--- config.mk ---
export PLATFORM = sky130hd
export DESIGN_NAME = pn2d_ram
export DESIGN_NICKNAME = d
export VERILOG_FILES = /design/src/hw/rtl/pn2d_ram.sv
export SDC_FILE = /design/constraint.sdc
export NUM_CORES = 2
export LEC_CHECK = 0
export BUFFER_PORTS_ARGS = -buffer_cell sky130_fd_sc_hd__buf_2
export CAP_MARGIN = 20
export CELL_PAD_IN_SITES_DETAIL_PLACEMENT = 0
export CELL_PAD_IN_SITES_GLOBAL_PLACEMENT = 1
export CORE_ASPECT_RATIO = 0.75
export CORE_MARGIN = 5
export CORE_UTILIZATION = 35
export DETAILED_ROUTE_END_ITERATION = 10
export PLACE_DENSITY_LB_ADDON = 0.1
export SYNTH_ARGS = -nofsm -noshare
export SYNTH_HDL_FRONTEND = slang
export SYNTH_SLANG_ARGS = --single-unit
--- constraint.sdc ---
create_clock -name clk -period 5 [get_ports clk]
set_clock_uncertainty 0.2 [all_clocks]
set_input_delay 0.25 -clock clk [delete_from_list [all_inputs] [get_ports clk]]
set_output_delay 0.25 -clock clk [all_outputs]
set_load 0.02 [all_outputs]
--- src/hw/rtl/pn2d_ram.sv ---
// Generic single-write, single-read RAM with registered read data.
`timescale 1ns / 1ps
module pn2d_ram #(
    parameter int WIDTH = 8,
    parameter int DEPTH = 256
) (
    input  logic                     clk,
    input  logic                     we,
    input  logic [$clog2(DEPTH)-1:0] waddr,
    input  logic [WIDTH-1:0]         wdata,
    input  logic [$clog2(DEPTH)-1:0] raddr,
    output logic [WIDTH-1:0]         rdata
);

    logic [WIDTH-1:0] mem [DEPTH];

    always_ff @(posedge clk)
    begin
        if (we)
        begin
            mem[waddr] <= wdata;
        end
        rdata <= mem[raddr];
    end

endmodule

==> metrics.cfg <==
[pwr]
power_switching_mw=7.911
seqPwrFrac_pct=52.6
powerDensity_nw_per_um2=397.8
p_clk_share_pct=42.2
p_comb_share_pct=5.2
switching_share_pct=21.84
leakagePower_nw=28.02
ir_drop_uv=278.8
internal-power_mw=28.30

[synthesis]
ys_seq_area_share_pct=77.50
synth_top_area_cell=edfxtp_1
avgSynthCellArea_um2=21.31
ys_async_sr_fraction_pct=0
ys_warn_count=0
synth_ff_type=edfxtp_1
synth_top_cells_by_area=edfxtp_1, mux4_2, mux2i_1
synth_top_area_share_pct=77.30
synth-edff-count=2048
yosysMostFrequentCell=edfxtp_1
synth_nets=3759
syn_inst=3733
syn-cell-area_um2=79560
synth_seq_cells=2056
synthTopCellsByCount=edfxtp_1, mux4_2, nor2_1, mux2i_1, a22oi_1
synthDistinctLibCells=55

[global_routing]
grt_max_degree=156
grt_pass1_vias=39580
grt.total_usage_pct=19.54
antenna_found_initial=23
grt_pass1_wl_um=327900
grt_overflow_total=0

[cells_and_area]
multiInputGateArea_um2=16560
syn2layout_area_growth_pct=14.44
fin_nets=4023
regArea_um2=61660
post-route-cell-area_um2=91040
drive_gt1_share_pct=24.93
nFillCells=20050

[sta]
fmax_mhz=279.0
worst_pin_slew_ns=1.238
period_minus_slack_ns=3.584
timing.final.max_slew_violations=0
hold_viol=0
relSlewSlack_pct=16.68
finalSetupViolCount=0
grt_setup_unrepaired=false
fin_crit_sh_pct=71.67
fin_ws_ns=1.416

[hold_path]
hold_class=primary input to register

[place]
placed_area_um2=84300
io_buffers=33
post-place-ws_ns=0.5692
gp_congestion=0.7776
post-dp-hpwl_um=146600

[clock_network]
cts_buffers=212
clk_pin_slew_ns=0.07
clk_path_buf_depth=4
cts_tree=built
cts.htree.levels=4
cts_resized=0
clock-sinks=2056
postCtsSetupRepairBufs=0
clock_latency_ns=0.87
cts_root_buffer=clkbuf_16
cts_hold_buf=16

[floorplan]
die_h_um=422.9
initial_core_util_pct=35.21
die_w_um=560.5
num_rows=151
dieArea_um2=237000
pin_count=34
coreArea_um2=226000

[critical_path]
cp.required_ns=5.27
cp-startpoint=waddr[1]
worst_setup_path_end_kind=register
cp-start-kind=primary input
r2r_slack_ns=1.60
reg2reg_depth=7
rr_endpoint=rdata[2]
crit_type=primary input to register
timing.rr.start=mem[73][2]
cpPeakStageDelay_ns=1.08
path_max_fanout=13
crit_arrival_ns=3.85
crit_chain=dlygate4sd3_1 -> buf_2 -> nor2b_1 -> nand3_2 -> nor2_1
cp-endpoint=mem[2][5]
cpMaxStageDelayCell=nor2_1

[drt]
vias_per_cell=5.439
ant_nets=0
avgRoutedWirePerCell_um=32.86
drtPass1Iterations=5
initialDrtViolationCount=4288
drc_errors=0
wl_um=235100
num_vias=38910

[flow_run]
cap_violations=0

[outcome]
status=complete, no violations

-- worst min path at each step --
stage	end	cells after the start	start	slack, ns
finish	mem[151][4]	3	waddr[0]	0.06
global route	mem[151][4]	3	waddr[0]	0.07
detailed placement	mem[79][1]	1	wdata[1]	0.55
CTS	mem[151][4]	3	waddr[0]	0.002
global placement	mem[79][1]	1	wdata[1]	0.54
floorplan	mem[0][0]	0	wdata[0]	0.15
-- power by group through the flow --
stage	clock network [mW]	logic [mW]	registers (mW)
floorplan	0	0.923	19.4
global placement	0	1.91	19.4
detailed placement	0	1.92	19.4
CTS	15.7	1.93	19.0
global route	16.4	1.99	19.0
finish	15.3	1.89	19.0
-- cell usage in the layout (no fill, tap or decap), drive strengths merged, types with 28 or more instances in the layout --
cell | netlist | final
buf | 122 | 267
clkbuf | 111 | 278
a22oi | 133 | 133
o22ai | 28 | 28
o221ai | 47 | 47
a21oi | 96 | 96
nand2 | 33 | 33
clkinv | 1 | 87
nor2b | 31 | 31
mux2i | 134 | 134
edfxtp | 2048 | 2048
nand3 | 34 | 34
mux4 | 456 | 456
nor2 | 282 | 282
-- flip-flops by register name (all words and copies together) (netlist names) --
name,count
mem,2048
rdata,8
-- critical path, delay by kind of cell --
kind | cells | cell delay, ns
buffers and inverters | 2 | 0.96
and+or+nand+nor | 3 | 2.60
-- cells by family after synthesis --
kind of cell | count (synthesis) | synth area share [%]
buf+inv | 235 | 1.831
mux | 591 | 14.62
compound gates | 385 | 3.419
flops | 2056 | 77.50
simple gates | 466 | 2.628
-- metal layers --
| metal | up-vias | wire [um] | track usage (%) |
|---|---|---|---|
| li1 | 16240 | - | - |
| met1 | 21330 | 113300 | 30.46 |
| met2 | 1081 | 105100 | 29.40 |
| met3 | 269 | 12270 | 2.734 |
| met4 | 0 | 4443 | 3.786 |
| met5 | - | 0 | 0 |
-- stage by stage --
stage	setup TNS (ns)	cells	utilization [%]	hold WS, ns	power [mW]
4_1_cts	0	7146	40.28	0.002105	36.62
3_5_place_dp	0	6749	37.31	0.5547	21.33
3_3_place_gp	-0.2300	6744	37.28	0.5424	21.33
5_1_grt	0	7150	40.29	0.07055	37.40
6_report	0	7154	40.29	0.06060	36.21
2_1_floorplan	0	3733	-	0.1489	20.32
-- area by class of cell --
class	instances	area share (%)
Antenna cell	7	0.01924
Clock buffer	278	6.337
Clock inverter	103	0.8727
Inverter	2	0.008246
Multi-Input combinational cell	1442	18.19
Sequential cell	2056	67.72
Tap cell	2983	4.099
Timing Repair Buffer	283	2.751
Note: power is estimated with default switching activity, not from simulation.
